$ cat src/sfil_pkg.sv
// Shared types, codes and face arithmetic for the strip face index locator.
package sfil_pkg;

  localparam int MAX_STRIPS_DEF = 64;
  localparam int INDEX_BITS_DEF = 16;

  // Drawing modes
  localparam logic [2:0] DRAW_TRIANGLES  = 3'd0;
  localparam logic [2:0] DRAW_TRI_STRIP  = 3'd1;
  localparam logic [2:0] DRAW_TRI_FAN    = 3'd2;
  localparam logic [2:0] DRAW_LINES      = 3'd3;
  localparam logic [2:0] DRAW_LINE_STRIP = 3'd4;
  localparam logic [2:0] DRAW_LINE_LOOP  = 3'd5;
  localparam logic [2:0] DRAW_POINTS     = 3'd6;

  // Actions
  localparam logic [1:0] ACT_WRITE  = 2'd0;
  localparam logic [1:0] ACT_LOOKUP = 2'd1;
  localparam logic [1:0] ACT_COUNT  = 2'd2;

  // Configuration register indexes
  localparam logic [1:0] CFG_DRAWING_MODE   = 2'd0;
  localparam logic [1:0] CFG_STRIPS_IN_USE  = 2'd1;
  localparam logic [1:0] CFG_TOTAL_VERTICES = 2'd2;

  typedef struct packed {
    logic [1:0]  action;
    logic [5:0]  strip_slot;
    logic [15:0] strip_length;
    logic [15:0] face_number;
  } in_item_t;

  typedef struct packed {
    logic [15:0] vertex_a;
    logic [15:0] vertex_b;
    logic [15:0] vertex_c;
    logic [15:0] face_total;
    logic        status;
  } out_item_t;

  typedef struct packed {
    logic start;
    logic step;
    logic capture;
    logic out_load;
  } dp_cmd_t;

  typedef struct packed {
    logic hit;
  } dp_sts_t;

  typedef struct packed {
    logic [17:0] a;
    logic [17:0] b;
    logic [17:0] c;
  } rel_vtx_t;

  // Faces held by a run of n vertices; n/3 by reciprocal multiply.
  function automatic logic [15:0] faces_of(input logic [2:0] mode, input logic [15:0] n);
    logic [32:0] prod;
    logic [15:0] res;
    prod = 33'(n) * 33'd43691;
    res  = '0;
    unique case (mode)
      DRAW_TRIANGLES:    res = prod[32:17];
      DRAW_TRI_STRIP,
      DRAW_TRI_FAN:      res = (n > 16'd2) ? n - 16'd2 : 16'd0;
      DRAW_LINES:        res = {1'b0, n[15:1]};
      DRAW_LINE_STRIP:   res = (n > 16'd1) ? n - 16'd1 : 16'd0;
      DRAW_LINE_LOOP,
      DRAW_POINTS:       res = n;
      default:           res = '0;
    endcase
    return res;
  endfunction

  // Vertex indices of face f within a run of len vertices, relative to its start.
  function automatic rel_vtx_t face_in_run(input logic [2:0] mode, input logic [15:0] f,
                                           input logic [15:0] len);
    rel_vtx_t    v;
    logic [17:0] f1;
    logic [17:0] f2;
    logic [17:0] x2;
    logic [17:0] x3;
    v  = '0;
    f1 = 18'(f) + 18'd1;
    f2 = 18'(f) + 18'd2;
    x2 = 18'({f, 1'b0});
    x3 = 18'({f, 1'b0}) + 18'(f);
    unique case (mode)
      DRAW_TRIANGLES: begin
        v.a = x3; v.b = x3 + 18'd1; v.c = x3 + 18'd2;
      end
      DRAW_TRI_STRIP: begin
        v.a = 18'(f);
        if (!f[0]) begin
          v.b = f1; v.c = f2;
        end else begin
          v.b = f2; v.c = f1;
        end
      end
      DRAW_TRI_FAN: begin
        v.b = f1; v.c = f2;
      end
      DRAW_LINES: begin
        v.a = x2; v.b = x2 + 18'd1;
      end
      DRAW_LINE_STRIP: begin
        v.a = 18'(f); v.b = f1;
      end
      DRAW_LINE_LOOP: begin
        v.a = 18'(f);
        v.b = (f1 < 18'(len)) ? f1 : 18'd0;
      end
      DRAW_POINTS: v.a = 18'(f);
      default:     v = '0;
    endcase
    return v;
  endfunction

endpackage

$ cat src/sfil_ram.sv
// Generic single-write, single-read RAM with registered read data.
module sfil_ram #(
  parameter int WIDTH = 16,
  parameter int DEPTH = 64,
  parameter int AW    = (DEPTH > 1) ? $clog2(DEPTH) : 1
) (
  input  logic             clk,
  input  logic             we,
  input  logic [AW-1:0]    waddr,
  input  logic [WIDTH-1:0] wdata,
  input  logic [AW-1:0]    raddr,
  output logic [WIDTH-1:0] rdata
);

  logic [WIDTH-1:0] mem [DEPTH];

  always_ff @(posedge clk) begin
    if (we) begin
      mem[waddr] <= wdata;
    end
    rdata <= mem[raddr];
  end

endmodule

$ cat src/sfil_ctrl.sv
// Controller: sequences write, scan and result delivery for one item at a time.
module sfil_ctrl #(
  parameter int MAX_STRIPS = sfil_pkg::MAX_STRIPS_DEF,
  parameter int AW         = (MAX_STRIPS > 1) ? $clog2(MAX_STRIPS) : 1,
  parameter int CNT_W      = $clog2(MAX_STRIPS + 1)
) (
  input  logic              clk,
  input  logic              rst_n,
  input  logic              in_valid,
  input  logic [1:0]        in_action,
  output logic              in_stall,
  input  logic [CNT_W-1:0]  n_strips,
  input  sfil_pkg::dp_sts_t sts,
  output sfil_pkg::dp_cmd_t cmd,
  output logic [AW-1:0]     rd_idx,
  output logic              out_valid,
  input  logic              out_stall
);
  import sfil_pkg::*;

  typedef enum logic [3:0] {
    S_IDLE  = 4'b0001,
    S_PRIME = 4'b0010,
    S_SCAN  = 4'b0100,
    S_FIN   = 4'b1000
  } state_t;

  state_t           state_r, state_nxt;
  logic [CNT_W-1:0] cnt_r, cnt_nxt, cnt_inc, rd_cnt;
  logic [1:0]       act_r, act_nxt;
  logic             out_valid_r, out_valid_nxt;
  logic             out_free;

  assign cnt_inc  = cnt_r + 1'b1;
  assign out_free = !out_valid_r || !out_stall;

  always_comb begin
    state_nxt = state_r;
    cnt_nxt   = cnt_r;
    act_nxt   = act_r;
    cmd       = '0;
    unique case (state_r)
      S_IDLE: begin
        if (in_valid) begin
          cmd.start = 1'b1;
          act_nxt   = in_action;
          cnt_nxt   = '0;
          if ((in_action == ACT_LOOKUP || in_action == ACT_COUNT) && n_strips != '0) begin
            state_nxt = S_PRIME;
          end else begin
            state_nxt = S_FIN;
          end
        end
      end
      S_PRIME: state_nxt = S_SCAN;
      S_SCAN: begin
        if (act_r == ACT_LOOKUP && sts.hit) begin
          cmd.capture = 1'b1;
          state_nxt   = S_FIN;
        end else begin
          cmd.step = 1'b1;
          cnt_nxt  = cnt_inc;
          if (cnt_inc == n_strips) begin
            state_nxt = S_FIN;
          end
        end
      end
      S_FIN: begin
        if (out_free) begin
          cmd.out_load = 1'b1;
          state_nxt    = S_IDLE;
        end
      end
      default: state_nxt = S_IDLE;
    endcase
  end

  // Read one entry ahead while scanning so each cycle sees a fresh entry.
  assign rd_cnt = (state_r == S_SCAN) ? cnt_inc : cnt_r;
  assign rd_idx = rd_cnt[AW-1:0];

  always_comb begin
    if (cmd.out_load) begin
      out_valid_nxt = 1'b1;
    end else if (!out_stall) begin
      out_valid_nxt = 1'b0;
    end else begin
      out_valid_nxt = out_valid_r;
    end
  end

  always_ff @(posedge clk) begin
    if (!rst_n) begin
      state_r     <= S_IDLE;
      cnt_r       <= '0;
      act_r       <= '0;
      out_valid_r <= 1'b0;
    end else begin
      state_r     <= state_nxt;
      cnt_r       <= cnt_nxt;
      act_r       <= act_nxt;
      out_valid_r <= out_valid_nxt;
    end
  end

  assign in_stall  = (state_r != S_IDLE);
  assign out_valid = out_valid_r;

endmodule

$ cat src/sfil_dp.sv
// Datapath: configuration, strip table, scan accumulators and result register.
module sfil_dp #(
  parameter int MAX_STRIPS = sfil_pkg::MAX_STRIPS_DEF,
  parameter int INDEX_BITS = sfil_pkg::INDEX_BITS_DEF,
  parameter int AW         = (MAX_STRIPS > 1) ? $clog2(MAX_STRIPS) : 1,
  parameter int CNT_W      = $clog2(MAX_STRIPS + 1)
) (
  input  logic                clk,
  input  logic                rst_n,
  input  logic                cfg_we,
  input  logic [1:0]          cfg_index,
  input  logic [15:0]         cfg_data,
  input  sfil_pkg::in_item_t  in_data,
  input  sfil_pkg::dp_cmd_t   cmd,
  input  logic [AW-1:0]       rd_idx,
  output sfil_pkg::dp_sts_t   sts,
  output logic [CNT_W-1:0]    n_strips,
  output sfil_pkg::out_item_t out_data
);
  import sfil_pkg::*;

  localparam int ACC_W = 16 + CNT_W;
  localparam logic [63:0] IDX_MASK = (64'd1 << INDEX_BITS) - 64'd1;
  localparam logic [15:0] MASK16   = IDX_MASK[15:0];

  logic [2:0]  mode_r;
  logic [6:0]  siu_r;
  logic [15:0] tv_r;

  logic [1:0]  action_r;
  logic [15:0] face_r;
  logic [15:0] fb_r;
  logic [15:0] vb_r;
  logic [ACC_W-1:0] acc_r;
  logic        found_r;
  logic [15:0] cap_a_r, cap_b_r, cap_c_r;
  out_item_t   out_r;

  logic [31:0] n32;
  logic        mono;
  logic        ram_we;
  logic [15:0] rdata;
  logic [15:0] f_sel, len_sel, base;
  rel_vtx_t    rel;
  logic [15:0] fo;
  logic [16:0] fnext;
  logic [15:0] va, vbx, vc;
  logic [ACC_W-1:0] total_sel;
  logic [63:0] tot64, tot_sat;
  out_item_t   res;

  always_ff @(posedge clk) begin
    if (!rst_n) begin
      mode_r <= '0;
      siu_r  <= '0;
      tv_r   <= '0;
    end else if (cfg_we) begin
      unique case (cfg_index)
        CFG_DRAWING_MODE:   mode_r <= cfg_data[2:0];
        CFG_STRIPS_IN_USE:  siu_r  <= cfg_data[6:0];
        CFG_TOTAL_VERTICES: tv_r   <= cfg_data;
        default: ;
      endcase
    end
  end

  // Clamp the strip count to the table depth.
  assign n32      = (32'(siu_r) > 32'(MAX_STRIPS)) ? 32'(MAX_STRIPS) : 32'(siu_r);
  assign n_strips = n32[CNT_W-1:0];
  assign mono     = (n_strips == '0);

  assign ram_we = cmd.start && (in_data.action == ACT_WRITE)
                  && (32'(in_data.strip_slot) < 32'(MAX_STRIPS));

  sfil_ram #(.WIDTH(16), .DEPTH(MAX_STRIPS), .AW(AW)) u_table (
    .clk   (clk),
    .we    (ram_we),
    .waddr (AW'(in_data.strip_slot)),
    .wdata (in_data.strip_length & MASK16),
    .raddr (rd_idx),
    .rdata (rdata)
  );

  // One shared face unit: table entry when strips are in use, whole array when none are.
  assign f_sel   = mono ? face_r : face_r - fb_r;
  assign len_sel = mono ? tv_r : rdata;
  assign base    = mono ? 16'd0 : vb_r;
  assign rel     = face_in_run(mode_r, f_sel, len_sel);
  assign fo      = faces_of(mode_r, len_sel);
  assign fnext   = 17'(fb_r) + 17'(fo);
  assign sts.hit = fnext > 17'(face_r);

  assign va  = (rel.a[15:0] + base) & MASK16;
  assign vbx = (rel.b[15:0] + base) & MASK16;
  assign vc  = (rel.c[15:0] + base) & MASK16;

  always_ff @(posedge clk) begin
    if (cmd.start) begin
      action_r <= in_data.action;
      face_r   <= in_data.face_number;
      fb_r     <= '0;
      vb_r     <= '0;
      acc_r    <= '0;
      found_r  <= 1'b0;
    end else if (cmd.step) begin
      fb_r  <= fnext[15:0];
      vb_r  <= vb_r + rdata;
      acc_r <= acc_r + ACC_W'(fo);
    end else if (cmd.capture) begin
      found_r <= 1'b1;
      cap_a_r <= va;
      cap_b_r <= vbx;
      cap_c_r <= vc;
    end
  end

  assign total_sel = mono ? ACC_W'(fo) : acc_r;
  assign tot64     = 64'(total_sel);
  assign tot_sat   = (tot64 > IDX_MASK) ? IDX_MASK : tot64;

  always_comb begin
    res = '0;
    unique case (action_r)
      ACT_LOOKUP: begin
        if (mono) begin
          res.vertex_a = va;
          res.vertex_b = vbx;
          res.vertex_c = vc;
        end else if (found_r) begin
          res.vertex_a = cap_a_r;
          res.vertex_b = cap_b_r;
          res.vertex_c = cap_c_r;
        end else begin
          res.status = 1'b1;
        end
      end
      ACT_COUNT: res.face_total = tot_sat[15:0];
      default:   res = '0;
    endcase
  end

  always_ff @(posedge clk) begin
    if (cmd.out_load) begin
      out_r <= res;
    end
  end

  assign out_data = out_r;

endmodule

$ cat src/strip_face_index_locator_unit.sv
// Top level of the strip face index locator: controller, datapath and strip table.
//
// Usage:
//   Input beats (in_valid/in_stall/in_data) carry an action: write one strip
//   length into the table, look up the three vertex indices of a face, or
//   report the total face count. Every beat gives exactly one result beat on
//   out_valid/out_stall/out_data; status flags a face beyond all strips.
//   The cfg_ port writes drawing mode, strips in use or total vertices, one
//   register per write as cfg_index selects; write it only while the block
//   is idle. A write, or a lookup or count with no strips in use, goes from
//   accept straight to the result stage. With n strips in use a count reads
//   all n table entries and a lookup reads entries up to the hit (at most n).
//   The scan reads one table entry per cycle from the single RAM read port,
//   so that port sets the rate; the block works on one item at a time.
//   in_stall is high while an item is in work; the next beat is taken while
//   a finished result still waits in the output register.
//   When the receiver stalls, the result holds and the block waits before
//   loading a further one. Synchronous reset (rst_n low) clears the
//   configuration and control state; table contents stay undefined until
//   written.
module strip_face_index_locator_unit #(
  parameter int MAX_STRIPS = sfil_pkg::MAX_STRIPS_DEF,
  parameter int INDEX_BITS = sfil_pkg::INDEX_BITS_DEF
) (
  input  logic                clk,
  input  logic                rst_n,
  input  logic                in_valid,
  output logic                in_stall,
  input  sfil_pkg::in_item_t  in_data,
  output logic                out_valid,
  input  logic                out_stall,
  output sfil_pkg::out_item_t out_data,
  input  logic                cfg_we,
  input  logic [1:0]          cfg_index,
  input  logic [15:0]         cfg_data
);
  import sfil_pkg::*;

  // Table address and scan counter widths follow the table depth.
  localparam int AW    = (MAX_STRIPS > 1) ? $clog2(MAX_STRIPS) : 1;
  localparam int CNT_W = $clog2(MAX_STRIPS + 1);

  dp_cmd_t          cmd;
  dp_sts_t          sts;
  logic [AW-1:0]    rd_idx;
  logic [CNT_W-1:0] n_strips;

  // Controller: accept, scan sequencing and output handshake.
  sfil_ctrl #(.MAX_STRIPS(MAX_STRIPS), .AW(AW), .CNT_W(CNT_W)) u_ctrl (
    .clk       (clk),
    .rst_n     (rst_n),
    .in_valid  (in_valid),
    .in_action (in_data.action),
    .in_stall  (in_stall),
    .n_strips  (n_strips),
    .sts       (sts),
    .cmd       (cmd),
    .rd_idx    (rd_idx),
    .out_valid (out_valid),
    .out_stall (out_stall)
  );

  // Datapath: configuration registers, strip table, accumulators, result beat.
  sfil_dp #(
    .MAX_STRIPS (MAX_STRIPS),
    .INDEX_BITS (INDEX_BITS),
    .AW         (AW),
    .CNT_W      (CNT_W)
  ) u_dp (
    .clk       (clk),
    .rst_n     (rst_n),
    .cfg_we    (cfg_we),
    .cfg_index (cfg_index),
    .cfg_data  (cfg_data),
    .in_data   (in_data),
    .cmd       (cmd),
    .rd_idx    (rd_idx),
    .sts       (sts),
    .n_strips  (n_strips),
    .out_data  (out_data)
  );

endmodule
$ cat config.mk
export PLATFORM = sky130hd
export DESIGN_NAME = strip_face_index_locator_unit
export DESIGN_NICKNAME = d
export VERILOG_FILES = /design/src/sfil_pkg.sv /design/src/sfil_ram.sv /design/src/sfil_ctrl.sv /design/src/sfil_dp.sv /design/src/strip_face_index_locator_unit.sv
export SDC_FILE = /design/constraint.sdc
export NUM_CORES = 2
export LEC_CHECK = 0
export ABC_AREA = 0
export BUFFER_PORTS_ARGS = -buffer_cell sky130_fd_sc_hd__buf_2
export CAP_MARGIN = 10
export CORE_AREA = 2 2 311 313
export CTS_BUF_LIST = sky130_fd_sc_hd__clkbuf_8
export CTS_CLUSTER_SIZE = 40
export DETAILED_ROUTE_END_ITERATION = 10
export DIE_AREA = 0 0 313 315
export GPL_TIMING_DRIVEN = 0
export PLACE_DENSITY = 0.92
export RECOVER_POWER = 50
export SLEW_MARGIN = 20
export SYNTH_ARGS = -nofsm -noshare
export SYNTH_HDL_FRONTEND = slang
export SYNTH_SLANG_ARGS = --single-unit
$ cat constraint.sdc
create_clock -name clk -period 16.7 [get_ports clk]
set_clock_uncertainty 0.05 [all_clocks]
set_input_delay 4.175 -clock clk [delete_from_list [all_inputs] [get_ports clk]]
set_output_delay 4.175 -clock clk [all_outputs]
set_load 0.02 [all_outputs]
== Yosys cells after proc, flatten, opt, wreduce, memory -nomap -nowiden ==
Memory sizes are Yosys's and may differ from the RTL's. A register that Yosys moved wholly into a read port is not among the register bits.
Cells that the tools add are included.
Widths: inputs -> output; s select.
Storage, ports and cells
  RAM bits: 1024
  bits in latches: 0
  bits in read-only memories: 0
  input bits: 63
  bits in registers: 227
  word-level logic and storage cells: 136
  memories: 1
  output and inout port bits: 67
Cells by class
  bitwise gates (word level): 3
  eq/ne operators: 24
  multipliers: 1
  reduce and logical (&&, ||, !) cells: 26
  multiplexer cells: 38
  shift operators: 0
  div/mod/pow operators: 0
  $add $sub $neg: 16
  $lt $le $gt $ge: 6
Memory list
  u_dp.u_table.mem: depth 64, width 16, read ports 1, clocked after memory_dff 1, wr ports 1, RTL line sfil_ram.sv:15  | logic [WIDTH-1:0] mem [DEPTH];
Operators by type and width (count)
  $pmux 16 s5: 2
  $mux 16: 7
  $mux 48: 2
  $pmux 16 s3: 2
  $add 16x16->16: 5
  $mux 34: 1
  $add 16x1->16 const B: 2
  $mul 16x16->32 const B: 1
  $add 23x16->23: 1
  $gt 23x16->1 const B: 1
  $mux 23: 1
  $mux 7: 3
  $mux 4: 5
  $add 16x1->17 const B: 1
  $add 16x16->17: 1
  $add 16x2->17 const B: 1
  $gt 17x16->1: 1
  $lt 17x16->1: 1
  $add 16x2->16 const B: 1
  $gt 16x1->1 const B: 1
  $gt 16x2->1 const B: 1
  $pmux 4 s4: 1
  $sub 16x1->16 const B: 1
  $sub 16x16->16: 1
  34 further kinds: 70

== Depth between registers and ports, before layout ==
  depth after elaboration: 14
  depth in mapped cells: 56
  mapped depth without buffers: 48

== By module ==
Synthesis repeated with hierarchy kept, for this count alone.
Unflattened totals
  cell total of the unflattened synthesis: 4413
  area, all modules: 62834.0 um2
By module, submodules not included
  sfil_ram: area an instance 40042.2 um2, times used 1, sequential area each 31069.8 um2, cells an instance 1829
  sfil_dp: area an instance 21730.8 um2, times used 1, sequential area each 5575.3 um2, cells an instance 2449
  sfil_ctrl: area an instance 1061.0 um2, times used 1, sequential area each 280.3 um2, cells an instance 135

== Worst setup path after synthesis ==
Ideal clock, no wire load.
  path kind: register -> register
  start: register u_dp.siu_r[0]
  end: register u_dp.cap_a_r[0], enable pin
  clock period less this slack: 12.960 ns
  setup slack: 3.740 ns
  data required time: 16.195 ns
  buffers on the path: 5
  arrival: 12.455 ns
  stages on the path, launching flop included: 46
  setup time: 0.455 ns
  cells stage by stage: dfxtp_1 -> or4_4 -> or3_1 -> buf_6 -> buf_2 -> buf_2 -> buf_1 -> buf_1 -> mux2i_1 -> inv_1 -> ha_1 -> ha_1 -> inv_1 -> fa_1 -> inv_1 -> fa_1 -> fa_1 -> inv_1 -> (+10 left out) -> a21o_1 -> nand4b_1 -> a21oi_1 -> or4_1 -> ha_1 -> o21a_1 -> o21ai_0 -> a21oi_1 -> or2_2 -> xor2_1 -> ha_1 -> and4_1 -> nand3_1 -> nor4_1 -> a211oi_1 -> a221oi_1 -> or3_1 -> nor2_1
On the way
  cells in the longest elaborated chain, start to end: 14
  elaborated cells on any way between the ends: 20
  classes of those cells: 3 x add/sub; 1 x mul; 4 x order compare; 8 x mux; 1 x bitwise; 3 x reduce/logical
RTL lines
  start: declaration: RTL line sfil_dp.sv:27  | logic [6:0] siu_r;
  start signal: assignment: RTL line sfil_dp.sv:60  | CFG_STRIPS_IN_USE: siu_r <= cfg_data[6:0];
  $gt 7x7->1: RTL line sfil_dp.sv:68  | assign n32 = (32'(siu_r) > 32'(MAX_STRIPS)) ? 32'(MAX_STRIPS) : 32'(siu_r);
  $mux 7 *: RTL line sfil_dp.sv:68
  $logic_not 7->1 *: RTL line sfil_dp.sv:70  | assign mono = (n_strips == '0);
  $mux 16 *: RTL line sfil_dp.sv:86  | assign len_sel = mono ? tv_r : rdata;
  parallel branches: the longest is 2 deep, another holds $mul 16x16->32
  $pmux 16 s5 *: RTL line sfil_pkg.sv:64  | unique case (mode)
  $add 16x16->17 *: RTL line sfil_dp.sv:90  | assign fnext = 17'(fb_r) + 17'(fo);
  named net u_dp.fnext[14]: RTL line sfil_dp.sv:46  | logic [16:0] fnext;
  $gt 17x16->1 *: RTL line sfil_dp.sv:91  | assign sts.hit = fnext > 17'(face_r);
  $logic_and 1x1->1 *: RTL line sfil_ctrl.sv:57  | if (act_r == ACT_LOOKUP && sts.hit) begin
  $mux 1: RTL line sfil_ctrl.sv:57
  $mux 2 *: RTL line sfil_ctrl.sv:42  | unique case (state_r)
  $not 1->1 (no line)
  $reduce_and 3->1 (no line) *
  end signal: assignment: RTL line sfil_dp.sv:111  | cap_a_r <= va;
  end: declaration: RTL line sfil_dp.sv:36  | logic [15:0] cap_a_r, cap_b_r, cap_c_r;
Mark *: on every way through the listed nets, which the timed path passes.
A chain may end at the register's enable or synchronous reset.

== Worst setup path in the final report ==
  start: register u_dp.siu_r[1]
  end: register u_dp.acc_r[11]
On the way
  cells in the longest elaborated chain, start to end: 12
  elaborated cells on any way between the ends: 18
  classes of those cells: 4 x add/sub; 1 x mul; 4 x order compare; 7 x mux; 2 x reduce/logical
RTL lines
  $gt 7x7->1: RTL line sfil_dp.sv:68
  $mux 7 *: RTL line sfil_dp.sv:68
  $logic_not 7->1 *: RTL line sfil_dp.sv:70
  $mux 16 *: RTL line sfil_dp.sv:86
  parallel branches: the longest is 2 deep, another holds $mul 16x16->32
  $pmux 16 s5 *: RTL line sfil_pkg.sv:64
  $add 16x16->17 *: RTL line sfil_dp.sv:90
  named net u_dp.fnext[14]: RTL line sfil_dp.sv:46
  $gt 17x16->1 *: RTL line sfil_dp.sv:91
  $logic_and 1x1->1 *: RTL line sfil_ctrl.sv:57
  $mux 1 *: RTL line sfil_ctrl.sv:57
  $mux 2 *: RTL line sfil_ctrl.sv:42
  end signal: assignment: RTL line sfil_dp.sv:108  | acc_r <= acc_r + ACC_W'(fo);
  end: declaration: RTL line sfil_dp.sv:34  | logic [ACC_W-1:0] acc_r;
Marks and branches as above.

==> results.ini <==
[cells_and_area]
finish.net_count=4892
fillers=5800
instances_no_fill=5916
final_common_cell=edfxtp_1
area_growth_pct=10.70
final_cell_mix=1,155 x edfxtp_1, 336 x mux4_2, 307 x inv_1
drive_gt1_share_pct=17.60

[yosys]
yosys.area_share.simple_pct=6.344
ys_seq_elements=1267
synthXorXnorAreaFrac_pct=3.050
synth_warnings=0
synthFlopType=edfxtp_1
muxShareOfSynthArea_pct=12.78
synth_nets=4526
synth_adder_area_share_pct=8.200
synth-compound-area-share_pct=6.871
synth_edf_count=1155
seq_area_frac_synth_pct=60.08
async_flop_share_pct=0
netlist_area_sq_um=61460
ys_types=87
synthCells=4107
syn_avg_cell_area_sq_um=14.96
synth_top_family_by_area=multiplexers

[sta]
max_freq_mhz=63.37
min_period_ps=15780
rsz0062_at_grt=false
fin_crit_sh_pct=94.49
slew_headroom_pct=-145.7
worstMarginPinSlew_ps=3685
finalMaxSlewViolations=1063
hold_viol=0
fin_setup_tns_ps=0
finalSetupViolations=0

[floorplan]
fp-row-count=114
io_pins=130
die_w_microns=313
core_region_area_sq_um=95710
dieArea_sq_um=98600
die_y_microns=315
start_util_pct=64.22

[critical_path]
start_kind=flip-flop
slowest_delay_ps=1090
worst-setup-path-type=flip-flop to flip-flop
worstPathRequired_ps=17460
path_delay_family=compound AO/OA/AOI/OAI gates
worstPathMaxFanout=10
cp.arrival_ps=16540
crit_buf_inv=14
cp-end-kind=flip-flop
cpMaxStageDelayCell=mux2i_1

[clock_network]
post-cts-setup-buffers=0
clk-insertion-delay-late_ps=920
cts.clk_slew.worst_paths_ps=70
cts.sinks=1267
post_cts_resize_count=0
cts_tree=done
holdBufCountCts=0
htreeDepth=4
cts_root_buf=clkbuf_8
numCtsBuffers=188
cts_buffer_depth=3

[run]
maxCapViolCount=17

[grt]
grt-ovfl-total=0
grt_pass1_vias=40462
grtUsageTotal_pct=38.17
grt_max_degree=65
grt_first_pass_wirelength_microns=268600
antenna_found_initial=18

[routing]
drtAntennaViolNets=0
drtPass1Iterations=7
vias_per_cell=6.881
vias=40710
post_drt_wl_per_cell_microns=31.61
dr.first_iter.drc_count=6121
wirelength_microns=187000
drc_errors=0

[pwr]
pwr-share-clk_pct=27.9
p_per_area_nw_per_um2=128.4
power.share.switching_pct=34.39
vdd_drop_max_mv=0.1038
power_frac_seq_pct=40.7
cellInternalPower_w=0.005732
p_sw_w=0.003004
p_leak_nw=24.86
p_comb_share_pct=31.4

[place]
place_congestion=1.004
io_buffers=125
dp.final_hpwl_microns=132100
place_inst=5557

[min_path]
hold_class=flip-flop to flip-flop

[run_status]
violations=max-capacitance violations, max-slew violations
status=complete, but fails checks

area by class of cell:
type                            count  area, sq um  area share, %
Antenna cell                        9        22.52        0.03310
Buffer                            174        680.7          1.000
Clock buffer                      192         2643          3.884
Clock inverter                    156        909.6          1.337
Inverter                          260        975.9          1.434
Multi-Input combinational cell   2406        23080          33.92
Sequential cell                  1267        36930          54.27
Tap cell                         1276         1597          2.346
Timing Repair Buffer              176         1205          1.771
Yosys cell counts (10+ instances only):
cell / count / share of area, %
nand3_1: 81 / 0.66
mux2i_1: 24 / 0.39
dfxtp_1: 112 / 3.6
a31oi_1: 17 / 0.17
o211ai_1: 12 / 0.15
a22oi_1: 22 / 0.27
a211oi_1: 21 / 0.26
a21o_1: 50 / 0.61
o21bai_1: 15 / 0.18
buf_1: 17 / 0.10
nand2_1: 287 / 1.8
clkbuf_1: 152 / 0.93
a21boi_0: 29 / 0.35
and2_1: 31 / 0.32
a21oi_1: 206 / 1.7
nor4_1: 10 / 0.10
nor3_1: 42 / 0.34
nand2b_1: 24 / 0.24
a22o_1: 24 / 0.34
nand3b_1: 14 / 0.17
ha_1: 278 / 5.7
o22ai_1: 21 / 0.21
o221a_2: 12 / 0.22
o221ai_1: 17 / 0.24
or3_1: 19 / 0.19
nor2b_1: 38 / 0.39
xor2_1: 78 / 1.1
xnor2_1: 136 / 1.9
and3_1: 23 / 0.23
inv_1: 255 / 1.6
nand4_1: 19 / 0.19
o21ai_0: 92 / 0.75
fa_1: 78 / 2.5
nor2_1: 215 / 1.3
edfxtp_1: 1155 / 56
mux4_2: 336 / 12
o21a_1: 17 / 0.21
power by group through the flow:
stage | logic (W) | clock network (W) | registers (W)
final | 0.00274 | 0.00244 | 0.00355
after global placement | 0.00256 | 0 | 0.00361
after floorplan | 0.00188 | 0 | 0.00362
after global routing | 0.00300 | 0.00256 | 0.00355
after CTS | 0.00269 | 0.00244 | 0.00355
after detailed placement | 0.00266 | 0 | 0.00361
state kept, by name, summed over array words and instances (netlist names), 16 cells and up:
signal / cells
u_dp.u_table.mem: 1024
u_dp.acc_r: 23
u_dp.u_table.rdata: 16
u_dp.vb_r: 16
u_dp.out_data: 65
u_dp.cap_c_r: 16
u_dp.tv_r: 16
u_dp.cap_b_r: 16
u_dp.fb_r: 16
u_dp.face_r: 16
u_dp.cap_a_r: 16
stage by stage:
stage / instance area (sq um) / utilization (%) / setup WS, ps / total power [W] / hold slack (ps)
2_1_floorplan: 61460 / - / 3740 / 0.005496 / 392.8
3_3_place_gp: 63680 / 66.54 / 478.6 / 0.006179 / 404.3
3_5_place_dp: 64590 / 67.49 / 1661 / 0.006269 / 410.8
4_1_cts: 68140 / 71.20 / 1552 / 0.008669 / 419.1
5_1_grt: 68030 / 71.08 / 426.1 / 0.009108 / 448.1
6_report: 68040 / 71.09 / 919.5 / 0.008736 / 428.7
cell families after synthesis:
family,count (synthesis)
AOI/OAI and AO/OA,638
xor gates and xnor gates,214
adders and majority gates,356
buffers and inverters,434
DFF,1267
muxes,363
and+or+nand+nor,835
worst register-to-register path: cells and delay by family, from the launching register on:
family	cells	cell delay, ps
compound gates	18	4990
xor+xnor	1	220
fa+ha+maj	9	3690
buf+inv	14	4390
flops	1	380
mux	1	1090
simple gates	5	820
final timing paths:
| path | cells past startpoint | end | startpoint | slack, ps |
|---|---|---|---|---|
| max | 48 | u_dp.acc_r[11] | u_dp.siu_r[1] | 920 |
| min | 2 | u_dp.acc_r[7] | u_dp.acc_r[7] | 430 |
| max reg2reg | 48 | u_dp.acc_r[11] | u_dp.siu_r[1] | 920 |
| min reg2reg | 2 | u_dp.acc_r[7] | u_dp.acc_r[7] | 430 |
per-layer routing:
layer | vias up | global-route usage [%] | wire [microns]
li1 | 16604 | - | -
met1 | 19884 | 43.89 | 59200
met2 | 3356 | 62.69 | 90690
met3 | 850 | 9.196 | 19900
met4 | 16 | 28.48 | 17110
met5 | - | 0 | 112
Power figures use the tool's default switching activity.
